===== src/design/swarq_pkg.sv =====
// Shared types, codes and constants of the stop-and-wait ARQ MAC header engine.
package swarq_pkg;

    localparam int ADDR_W        = 48;
    localparam int SEQ_W         = 32;
    localparam int TICKS_W       = 16;
    localparam int RETRY_CFG_W   = 4;
    localparam int RETRY_CNT_W   = 5;
    localparam int SEQ_BITS_DEF   = 32;
    localparam int TIMER_BITS_DEF = 16;

    localparam int S_TDATA_W = 176;
    localparam int S_TUSER_W = 4;
    localparam int M_TDATA_W = 128;
    localparam int M_TUSER_W = 3;
    localparam int CFG_IDX_W = 2;

    localparam logic [1:0] REQ_SEND = 2'd0;
    localparam logic [1:0] REQ_RX   = 2'd1;
    localparam logic [1:0] REQ_TICK = 2'd2;

    localparam logic [1:0] EV_TX      = 2'd0;
    localparam logic [1:0] EV_DROP    = 2'd1;
    localparam logic [1:0] EV_SUCCESS = 2'd2;
    localparam logic [1:0] EV_FAILURE = 2'd3;

    localparam logic FT_DATA = 1'b0;
    localparam logic FT_ACK  = 1'b1;

    localparam logic [CFG_IDX_W-1:0] CFG_OWN_ADDR    = 2'd0;
    localparam logic [CFG_IDX_W-1:0] CFG_MAX_RETRIES = 2'd1;
    localparam logic [CFG_IDX_W-1:0] CFG_ACK_TIMEOUT = 2'd2;

    localparam logic [ADDR_W-1:0]      OWN_ADDR_RST    = '0;
    localparam logic [RETRY_CFG_W-1:0] MAX_RETRIES_RST = 4'd3;
    localparam logic [TICKS_W-1:0]     ACK_TIMEOUT_RST = 16'd100;

    typedef struct packed {
        logic [1:0]        req_type;
        logic [ADDR_W-1:0] dest_addr;
        logic              corrupted;
        logic              frame_type;
        logic [SEQ_W-1:0]  frame_seq;
        logic [ADDR_W-1:0] frame_src;
        logic [ADDR_W-1:0] frame_dst;
    } in_item_t;

    typedef struct packed {
        logic [1:0]        out_event;
        logic              tx_type;
        logic [SEQ_W-1:0]  tx_seq;
        logic [ADDR_W-1:0] tx_src;
        logic [ADDR_W-1:0] tx_dst;
    } result_t;

    typedef struct packed {
        logic [ADDR_W-1:0]      own_address;
        logic [RETRY_CFG_W-1:0] max_retries;
        logic [TICKS_W-1:0]     ack_timeout_ticks;
    } cfg_t;

endpackage


===== src/design/swarq_cfg.sv =====
// Configuration register bank written through the configuration channel.
module swarq_cfg
    import swarq_pkg::*;
(
    input  logic                 aclk,
    input  logic                 aresetn,
    input  logic                 cfg_valid,
    output logic                 cfg_ready,
    input  logic [CFG_IDX_W-1:0] cfg_index,
    input  logic [ADDR_W-1:0]    cfg_data,
    output cfg_t                 cfg
);

    cfg_t cfg_reg;
    cfg_t cfg_next;

    assign cfg_ready = 1'b1;
    assign cfg       = cfg_reg;

    always_comb begin
        cfg_next = cfg_reg;
        if (cfg_valid) begin
            case (cfg_index)
                CFG_OWN_ADDR:    cfg_next.own_address       = cfg_data;
                CFG_MAX_RETRIES: cfg_next.max_retries       = cfg_data[RETRY_CFG_W-1:0];
                CFG_ACK_TIMEOUT: cfg_next.ack_timeout_ticks = cfg_data[TICKS_W-1:0];
                default:         cfg_next                   = cfg_reg;
            endcase
        end
    end

    always_ff @(posedge aclk) begin
        if (!aresetn) begin
            cfg_reg.own_address       <= OWN_ADDR_RST;
            cfg_reg.max_retries       <= MAX_RETRIES_RST;
            cfg_reg.ack_timeout_ticks <= ACK_TIMEOUT_RST;
        end else begin
            cfg_reg <= cfg_next;
        end
    end

endmodule


===== src/design/swarq_in_reg.sv =====
// Input register stage that holds one accepted item until the engine takes it.
module swarq_in_reg
    import swarq_pkg::*;
(
    input  logic     aclk,
    input  logic     aresetn,
    input  logic     s_valid,
    output logic     s_ready,
    input  in_item_t s_item,
    input  logic     advance,
    output logic     item_valid,
    output in_item_t item
);

    logic     valid_reg;
    logic     valid_next;
    in_item_t item_reg;

    assign s_ready    = !valid_reg || advance;
    assign item_valid = valid_reg;
    assign item       = item_reg;

    always_comb begin
        valid_next = valid_reg;
        if (s_valid && s_ready) begin
            valid_next = 1'b1;
        end else if (advance) begin
            valid_next = 1'b0;
        end
    end

    always_ff @(posedge aclk) begin
        if (!aresetn) begin
            valid_reg <= 1'b0;
        end else begin
            valid_reg <= valid_next;
        end
    end

    always_ff @(posedge aclk) begin
        if (s_valid && s_ready) begin
            item_reg <= s_item;
        end
    end

endmodule


===== src/design/swarq_engine.sv =====
// ARQ protocol state and the per-item decision logic.
module swarq_engine
    import swarq_pkg::*;
#(
    parameter int SEQ_BITS   = SEQ_BITS_DEF,
    parameter int TIMER_BITS = TIMER_BITS_DEF
) (
    input  logic     aclk,
    input  logic     aresetn,
    input  cfg_t     cfg,
    input  logic     fire,
    input  in_item_t item,
    output logic     res_has,
    output result_t  res
);

    localparam logic [32:0] TIMER_MAX = (33'd1 << TIMER_BITS) - 33'd1;

    logic                   waiting_ack_reg, waiting_ack_next;
    logic [SEQ_BITS-1:0]    next_seq_reg, next_seq_next;
    logic [RETRY_CNT_W-1:0] retry_count_reg, retry_count_next;
    logic [ADDR_W-1:0]      pending_dst_reg, pending_dst_next;
    logic [SEQ_BITS-1:0]    pending_seq_reg, pending_seq_next;
    logic [TIMER_BITS-1:0]  ack_timer_reg, ack_timer_next;

    logic [32:0]            ticks_wide;
    logic [TIMER_BITS-1:0]  timer_load;
    logic [RETRY_CNT_W-1:0] retry_inc;

    always_comb begin
        ticks_wide = 33'(cfg.ack_timeout_ticks);
        timer_load = (ticks_wide > TIMER_MAX) ? TIMER_MAX[TIMER_BITS-1:0]
                                              : ticks_wide[TIMER_BITS-1:0];
        retry_inc  = retry_count_reg + RETRY_CNT_W'(1);
    end

    always_comb begin
        waiting_ack_next = waiting_ack_reg;
        next_seq_next    = next_seq_reg;
        retry_count_next = retry_count_reg;
        pending_dst_next = pending_dst_reg;
        pending_seq_next = pending_seq_reg;
        ack_timer_next   = ack_timer_reg;
        res_has          = 1'b0;
        res              = '0;
        case (item.req_type)
            REQ_SEND: begin
                res_has = 1'b1;
                if (waiting_ack_reg) begin
                    res.out_event = EV_DROP;
                end else begin
                    pending_seq_next = next_seq_reg;
                    next_seq_next    = next_seq_reg + SEQ_BITS'(1);
                    pending_dst_next = item.dest_addr;
                    waiting_ack_next = 1'b1;
                    ack_timer_next   = timer_load;
                    res.out_event    = EV_TX;
                    res.tx_type      = FT_DATA;
                    res.tx_seq       = SEQ_W'(next_seq_reg);
                    res.tx_src       = cfg.own_address;
                    res.tx_dst       = item.dest_addr;
                end
            end
            REQ_RX: begin
                if (item.corrupted) begin
                    res_has       = 1'b1;
                    res.out_event = EV_DROP;
                end else if (item.frame_dst == cfg.own_address) begin
                    if (item.frame_type == FT_DATA) begin
                        res_has       = 1'b1;
                        res.out_event = EV_TX;
                        res.tx_type   = FT_ACK;
                        res.tx_seq    = item.frame_seq;
                        res.tx_src    = cfg.own_address;
                        res.tx_dst    = item.frame_src;
                    end else if (waiting_ack_reg
                                 && item.frame_seq[SEQ_BITS-1:0] == pending_seq_reg) begin
                        waiting_ack_next = 1'b0;
                        retry_count_next = '0;
                        ack_timer_next   = '0;
                        res_has          = 1'b1;
                        res.out_event    = EV_SUCCESS;
                        res.tx_type      = FT_DATA;
                        res.tx_seq       = SEQ_W'(pending_seq_reg);
                        res.tx_src       = cfg.own_address;
                        res.tx_dst       = pending_dst_reg;
                    end
                end
            end
            REQ_TICK: begin
                if (waiting_ack_reg) begin
                    if (ack_timer_reg > TIMER_BITS'(1)) begin
                        ack_timer_next = ack_timer_reg - TIMER_BITS'(1);
                    end else begin
                        res_has     = 1'b1;
                        res.tx_type = FT_DATA;
                        res.tx_seq  = SEQ_W'(pending_seq_reg);
                        res.tx_src  = cfg.own_address;
                        res.tx_dst  = pending_dst_reg;
                        if (retry_inc > RETRY_CNT_W'(cfg.max_retries)) begin
                            waiting_ack_next = 1'b0;
                            retry_count_next = '0;
                            ack_timer_next   = '0;
                            res.out_event    = EV_FAILURE;
                        end else begin
                            retry_count_next = retry_inc;
                            ack_timer_next   = timer_load;
                            res.out_event    = EV_TX;
                        end
                    end
                end
            end
            default: begin
                res_has = 1'b0;
            end
        endcase
    end

    always_ff @(posedge aclk) begin
        if (!aresetn) begin
            waiting_ack_reg <= 1'b0;
            next_seq_reg    <= '0;
            retry_count_reg <= '0;
            pending_dst_reg <= '0;
            pending_seq_reg <= '0;
            ack_timer_reg   <= '0;
        end else if (fire) begin
            waiting_ack_reg <= waiting_ack_next;
            next_seq_reg    <= next_seq_next;
            retry_count_reg <= retry_count_next;
            pending_dst_reg <= pending_dst_next;
            pending_seq_reg <= pending_seq_next;
            ack_timer_reg   <= ack_timer_next;
        end
    end

endmodule


===== src/design/swarq_out_reg.sv =====
// Result register that holds one header event until the receiver takes it.
module swarq_out_reg
    import swarq_pkg::*;
(
    input  logic    aclk,
    input  logic    aresetn,
    output logic    can_load,
    input  logic    fire,
    input  logic    res_has,
    input  result_t res,
    output logic    m_valid,
    input  logic    m_ready,
    output result_t m_res
);

    logic    valid_reg;
    logic    valid_next;
    result_t res_reg;

    assign can_load = !valid_reg || m_ready;
    assign m_valid  = valid_reg;
    assign m_res    = res_reg;

    always_comb begin
        valid_next = valid_reg;
        if (can_load) begin
            valid_next = fire && res_has;
        end
    end

    always_ff @(posedge aclk) begin
        if (!aresetn) begin
            valid_reg <= 1'b0;
        end else begin
            valid_reg <= valid_next;
        end
    end

    always_ff @(posedge aclk) begin
        if (fire && res_has) begin
            res_reg <= res;
        end
    end

endmodule


===== src/design/stop_wait_arq_mac.sv =====
// Top level of the stop-and-wait ARQ MAC header engine.
// The s_ channel carries events: send requests, received frame headers and
// timer ticks, selected by the request type in s_tuser. The m_ channel
// carries the resulting header events: a data or ACK header to transmit, a
// dropped request or frame, or the success or failure of a pending send.
// An event gives at most one result; ignored frames and most ticks give none.
// The cfg_ channel writes own address, retry limit and ACK timeout; it is
// always ready. The user must write it only while no event is in flight;
// the block does not enforce it. A result passes the input register, then
// the result register. Throughput: one event per cycle while the receiver
// does not stall, set by the single pass of decision logic between the two
// registers. When the receiver stalls, the result register holds its
// transfer and the input register takes one more event; s_tready drops
// only while both are full. Reset clears both stages, the protocol state
// (idle, sequence 0, no retries) and restores the configuration defaults.
module stop_wait_arq_mac
    import swarq_pkg::*;
#(
    parameter int SEQ_BITS   = SEQ_BITS_DEF,
    parameter int TIMER_BITS = TIMER_BITS_DEF
) (
    input  logic                 aclk,
    input  logic                 aresetn,
    input  logic                 s_tvalid,
    output logic                 s_tready,
    // dest_addr, frame_seq, frame_src, frame_dst
    input  logic [S_TDATA_W-1:0] s_tdata,
    // req_type, corrupted, frame_type
    input  logic [S_TUSER_W-1:0] s_tuser,
    output logic                 m_tvalid,
    input  logic                 m_tready,
    // tx_seq, tx_src, tx_dst
    output logic [M_TDATA_W-1:0] m_tdata,
    // out_event, tx_type
    output logic [M_TUSER_W-1:0] m_tuser,
    input  logic                 cfg_valid,
    output logic                 cfg_ready,
    input  logic [CFG_IDX_W-1:0] cfg_index,
    input  logic [ADDR_W-1:0]    cfg_data
);

    cfg_t     cfg;
    in_item_t s_item;
    in_item_t item;
    logic     item_valid;
    logic     can_load;
    logic     fire;
    logic     res_has;
    result_t  res;
    result_t  m_res;

    always_comb begin
        s_item.req_type   = s_tuser[1:0];
        s_item.corrupted  = s_tuser[2];
        s_item.frame_type = s_tuser[3];
        s_item.dest_addr  = s_tdata[47:0];
        s_item.frame_seq  = s_tdata[79:48];
        s_item.frame_src  = s_tdata[127:80];
        s_item.frame_dst  = s_tdata[175:128];
    end

    assign fire    = item_valid && can_load;
    assign m_tdata = {m_res.tx_dst, m_res.tx_src, m_res.tx_seq};
    assign m_tuser = {m_res.tx_type, m_res.out_event};

    swarq_cfg u_cfg (
        .aclk      (aclk),
        .aresetn   (aresetn),
        .cfg_valid (cfg_valid),
        .cfg_ready (cfg_ready),
        .cfg_index (cfg_index),
        .cfg_data  (cfg_data),
        .cfg       (cfg)
    );

    swarq_in_reg u_in_reg (
        .aclk       (aclk),
        .aresetn    (aresetn),
        .s_valid    (s_tvalid),
        .s_ready    (s_tready),
        .s_item     (s_item),
        .advance    (fire),
        .item_valid (item_valid),
        .item       (item)
    );

    swarq_engine #(
        .SEQ_BITS   (SEQ_BITS),
        .TIMER_BITS (TIMER_BITS)
    ) u_engine (
        .aclk    (aclk),
        .aresetn (aresetn),
        .cfg     (cfg),
        .fire    (fire),
        .item    (item),
        .res_has (res_has),
        .res     (res)
    );

    swarq_out_reg u_out_reg (
        .aclk     (aclk),
        .aresetn  (aresetn),
        .can_load (can_load),
        .fire     (fire),
        .res_has  (res_has),
        .res      (res),
        .m_valid  (m_tvalid),
        .m_ready  (m_tready),
        .m_res    (m_res)
    );

`ifndef SYNTH
    a_stall_only_when_full: assert property (@(posedge aclk) disable iff (!aresetn)
        !s_tready |-> (m_tvalid && !m_tready))
        else $error("input stalled while result register can take a transfer");

    a_drop_is_blank: assert property (@(posedge aclk) disable iff (!aresetn)
        (m_tvalid && m_res.out_event == EV_DROP) |-> (m_tdata == '0 && !m_res.tx_type))
        else $error("dropped result carries header fields");

    a_src_is_own: assert property (@(posedge aclk) disable iff (!aresetn)
        (m_tvalid && m_res.out_event != EV_DROP) |-> (m_res.tx_src == cfg.own_address))
        else $error("transmitted header source differs from own address");
`endif

endmodule

===== config.mk =====
export PLATFORM = sky130hd
export DESIGN_NAME = stop_wait_arq_mac
export DESIGN_NICKNAME = d
export VERILOG_FILES = /design/src/design/swarq_pkg.sv /design/src/design/swarq_cfg.sv /design/src/design/swarq_in_reg.sv /design/src/design/swarq_engine.sv /design/src/design/swarq_out_reg.sv /design/src/design/stop_wait_arq_mac.sv
export SDC_FILE = /design/constraint.sdc
export NUM_CORES = 1
export LEC_CHECK = 0
export ABC_AREA = 0
export BUFFER_PORTS_ARGS = -buffer_cell sky130_fd_sc_hd__buf_4
export CORE_ASPECT_RATIO = 1.2
export CORE_UTILIZATION = 56
export CTS_BUF_LIST = sky130_fd_sc_hd__clkbuf_16
export CTS_CLUSTER_SIZE = 14
export DETAILED_ROUTE_END_ITERATION = 8
export GPL_TIMING_DRIVEN = 0
export HOLD_SLACK_MARGIN = 0.05
export PLACE_DENSITY = 0.78
export SYNTH_ARGS = -nofsm -noshare
export SYNTH_HDL_FRONTEND = slang
export SYNTH_SLANG_ARGS = --single-unit

===== constraint.sdc =====
create_clock -name aclk -period 17.37 [get_ports aclk]
set_clock_uncertainty 0.05 [all_clocks]
set_input_delay 5.211 -clock aclk [delete_from_list [all_inputs] [get_ports aclk]]
set_output_delay 5.211 -clock aclk [all_outputs]
set_load 0.05 [all_outputs]

==> results.md <==
Run status:
- The flow ran to the end, and the final reports show no timing, DRC or antenna violations.

Setup path:
- Walking the worst path, the cells encountered are buf_4 -> nor2b_1 -> nand2_1 -> buf_4.
- The worst setup path is of the in -> out kind.
- The cell class contributing the biggest share of worst-path delay is buffers and inverters.
- The critical-path maximum fanout is 3.
- The longest individual stage delay on the worst path is around 0.20 ns.
- STA classifies the critical path startpoint as an input pin.
- The number of buffers and inverters on the critical path is 2.
- The worst endpoint data arrival time is 5.82 ns.
- STA puts the critical path data required time at roughly 12 ns.
- The nature of the critical path endpoint is an output pin.
- The cell with the biggest individual delay on the critical path is buf_4.
- In this design, the critical path's most frequently occurring cell is buf_4.

Floorplan:
- The effective utilization at floorplan is 57.0%.
- The count of pins on the block boundary is roughly 370.
- The die covers about 38000 um^2.
- The floorplan step set the die width to approximately 180 um.
- The region available for standard cell placement spans around 37000 um^2.
- The floorplan step set the die height to approximately 210 um.
- In this run the core area contains between 70 and 80 standard-cell rows.

STA:
- Headroom to the max-slew limit came out at around a quarter.
- The count of final setup violators is 0.
- The hold violation total from the final report is 0.
- The actual transition at the worst max-transition pin is 1.11 ns.
- The post-layout minimum cycle time is around 11 ns.
- The max-slew violation total from the final report was 0.
- Setup repair after global routing left no endpoint under its margin.
- The share of the clock period used by the worst path after layout is ~64%.
- The maximum frequency from static timing analysis is roughly 90 MHz.

Place:
- The final weighted congestion of routability-driven global placement is between 0.9 and 1.
- The number of buffers added on ports is between 300 and 400.
- After legalization and detailed placement, the total HPWL measured 42400 um.
- The total placed instance area is between 20000 and 25000 um^2.

GRT:
- The largest net degree at the start of global routing is 68.
- Global routing finished with a remaining overflow of 0.
- The initial antenna violation count is 4.
- The number of global-route vias before repair was between 15000 and 20000.
- The overall routing resource usage is a little under a third.
- The first global-routing pass estimated about 89000 um of wire.

Power:
- In this run the static leakage power is around 0.01 uW.
- IR analysis of the VDD net gives a maximum drop of 0.0866 mV.
- The ratio of total power to cell area is approximately 99 nW/um^2.
- The overall power consumption is between 2000 and 3000 uW.

Synth:
- The synthesized instance count is 1800.
- The count of state elements after synthesis is 515.
- The main combinational cell family by area after synthesis is compound AO/OA/AOI/OAI gates.
- Of the post-synthesis cell area, the part taken by muxes is 0.190%.
- For this run, the register share of the synthesized area comes to 63.8%.
- The synthesized design devotes to its leading area cell type 44.4% of total area.
- Summing the areas of all xor and xnor instances in the mapped netlist gives 4.58% of the synthesized area.
- For this run, the leading register cell type out of synthesis is edfxtp_1.
- After Yosys synthesis, and, or, nand and nor cells account for approximately 14% of the synthesized area.
- The synthesized netlist devotes between 10% and 20% of its cell area to compound gates.
- The commonest cells after synthesis are nand2_1 (368), edfxtp_1 (311), dfxtp_1 (204), a21boi_0 (149), clkbuf_1 (97).
- The number of unique standard cell types used by synthesis is slightly above 60.
- The adder-cell area share of the yosys netlist is less than 1%.
- Yosys mapped a number of flops with a built-in enable equal to about 310.
- The synthesized area per cell is around 12 um^2.
- In the post-synthesis netlist, the biggest area contributors are edfxtp_1 (44%), dfxtp_1 (19%), nand2_1 (6.6%).
- The most common cell in the synthesized netlist is nand2_1.
- The share of flip-flops with an asynchronous set or reset after synthesis is 0%.
- The synthesized net count is 2048.
- edfxtp_1 takes more of the synthesized area than any other cell.
- Yosys printed 0 warnings.
- In this run the cell area of the synthesized design comes to ~21000 um^2.

Clocking:
- At the later pin of the worst-skew pair, clock insertion delay measures 0.61 ns.
- After clock tree synthesis, the setup repair step added 0 buffers.
- Buffers inserted to repair hold after CTS numbered 0.
- The longest clock path from root to sink contains 3 buffers.
- The clock net sink count is 515.
- The total CTS buffers is 50.
- The library cell used as clock root buffer is clkbuf_16.
- TritonCTS built the clock tree.
- The number of H-tree levels is 2.
- After clock tree synthesis, the clock-pin slew on the worst setup and hold paths is approximately 0.070 ns.
- After clock tree synthesis, the repair step resized 0 gates.

Finish:
- The cell area after layout is 26100 um^2.
- The number of flip-flops under the largest register name is 180.
- Compared with the post-synthesis result, the final layout area differs by 24.2%.
- The total number of nets in the final design is around 2500.
- The number of fill cells in the layout is 2622.
- The share of cells above drive strength 1 is a little over a fifth.

Detailed routing:
- For this block, the routed nets add up to about 60000 um of wire.
- For this run, the detailed router's first-pass iteration total came to 6.
- The total via count in the routed design is between 15000 and 20000.
- In the routed design, unresolved DRC markers number 0.
- Using the TritonRoute via totals, the vias-per-cell ratio works out to about 5.9.
- In the final routed layout, each cell accounts on average for between 20 and 25 um.
- In this run the remaining antenna-violating nets after routing total 0.
- The number of violations reported at the end of detailed-routing iteration 0 is approximately 1400.

Hold path:
- The worst min-delay path class is reg -> reg.

Run:
- Max-cap violations in this run came to 0.
cells in the final DEF (no fill, tap or decap), types with 39 or more instances in the layout:
cell type,Yosys,routed
a21boi_0,149,149
a21oi_1,39,39
a32oi_1,49,49
and2_1,74,73
buf_4,2,369
clkbuf_1,97,97
clkbuf_16,0,52
dfxtp_1,204,204
edfxtp_1,311,311
nand2_1,368,368
nand4_1,50,50
o2bb2ai_1,50,50
xor2_1,77,77
path summary, 6_finish.rpt:
check / depth (start not counted) / to / slack, ns / startpoint
min: 2 / u_engine.retry_count_reg[4] / 0.40 / u_engine.retry_count_reg[4]
max reg2reg: 8 / u_out_reg.m_res[96] / 13.48 / u_in_reg.item[12]
max: 4 / s_tready / 6.29 / m_tready
min reg2reg: 2 / u_engine.retry_count_reg[4] / 0.40 / u_engine.retry_count_reg[4]
per-stage QoR:
step	util [%]	hold slack [ns]	setup slack [ns]	cells	setup TNS (ns)
floorplan	-	0.372	1.14	1800	0
global placement	66.1	0.382	-5.16	2641	-679.36
detailed placement	66.8	0.390	6.29	2651	0
CTS	70.8	0.401	6.29	2744	0
global route	70.9	0.437	6.26	2747	0
finish	70.9	0.399	6.29	2747	0
cell type report:
type | count | area (um^2) | area share (%)
clock inverters | 41 | 206 | 0.790
well taps | 474 | 593 | 2.27
plain buffers | 116 | 458 | 1.75
multi-input cells | 1145 | 7100 | 27.2
repair buffers | 377 | 2970 | 11.4
clock buffers | 52 | 1300 | 4.98
flip-flops and latches | 515 | 13400 | 51.3
inverters | 24 | 90.1 | 0.345
diodes | 3 | 7.51 | 0.0287
power by group:
part	leakage (uW)	switching, uW	internal [uW]
clock	0.000795	472	544
sequential	0.00467	23.0	1340
combinational	0.00444	123	80.9
total	0.00991	618	1960
metal layers:
metal | share of wire, % | GRT usage, % | up-vias
met3 | 10 | 8.42 | 145
met4 | 4.4 | 14.4 | 2
met5 | 0.027 | 0 | -
met1 | 36 | 36.4 | 7699
li1 | - | - | 7361
met2 | 50 | 52.3 | 863
worst min-delay path, cell delays in order, from the launching register on:
cell and delay, ns:
dfxtp_1 0.32, nand2_1 0.06, nor2_1 0.03
kinds of logic (layout without fill, tap and decap cells):
family / after synthesis / count (layout)
compound gates: 397 / 397
fa+ha+maj: 13 / 13
mux: 4 / 4
flops: 515 / 515
other cells: 1 / 4
xor+xnor: 110 / 110
buf+inv: 140 / 610
simple gates: 620 / 620
Note: power is estimated with default switching activity, not from simulation.
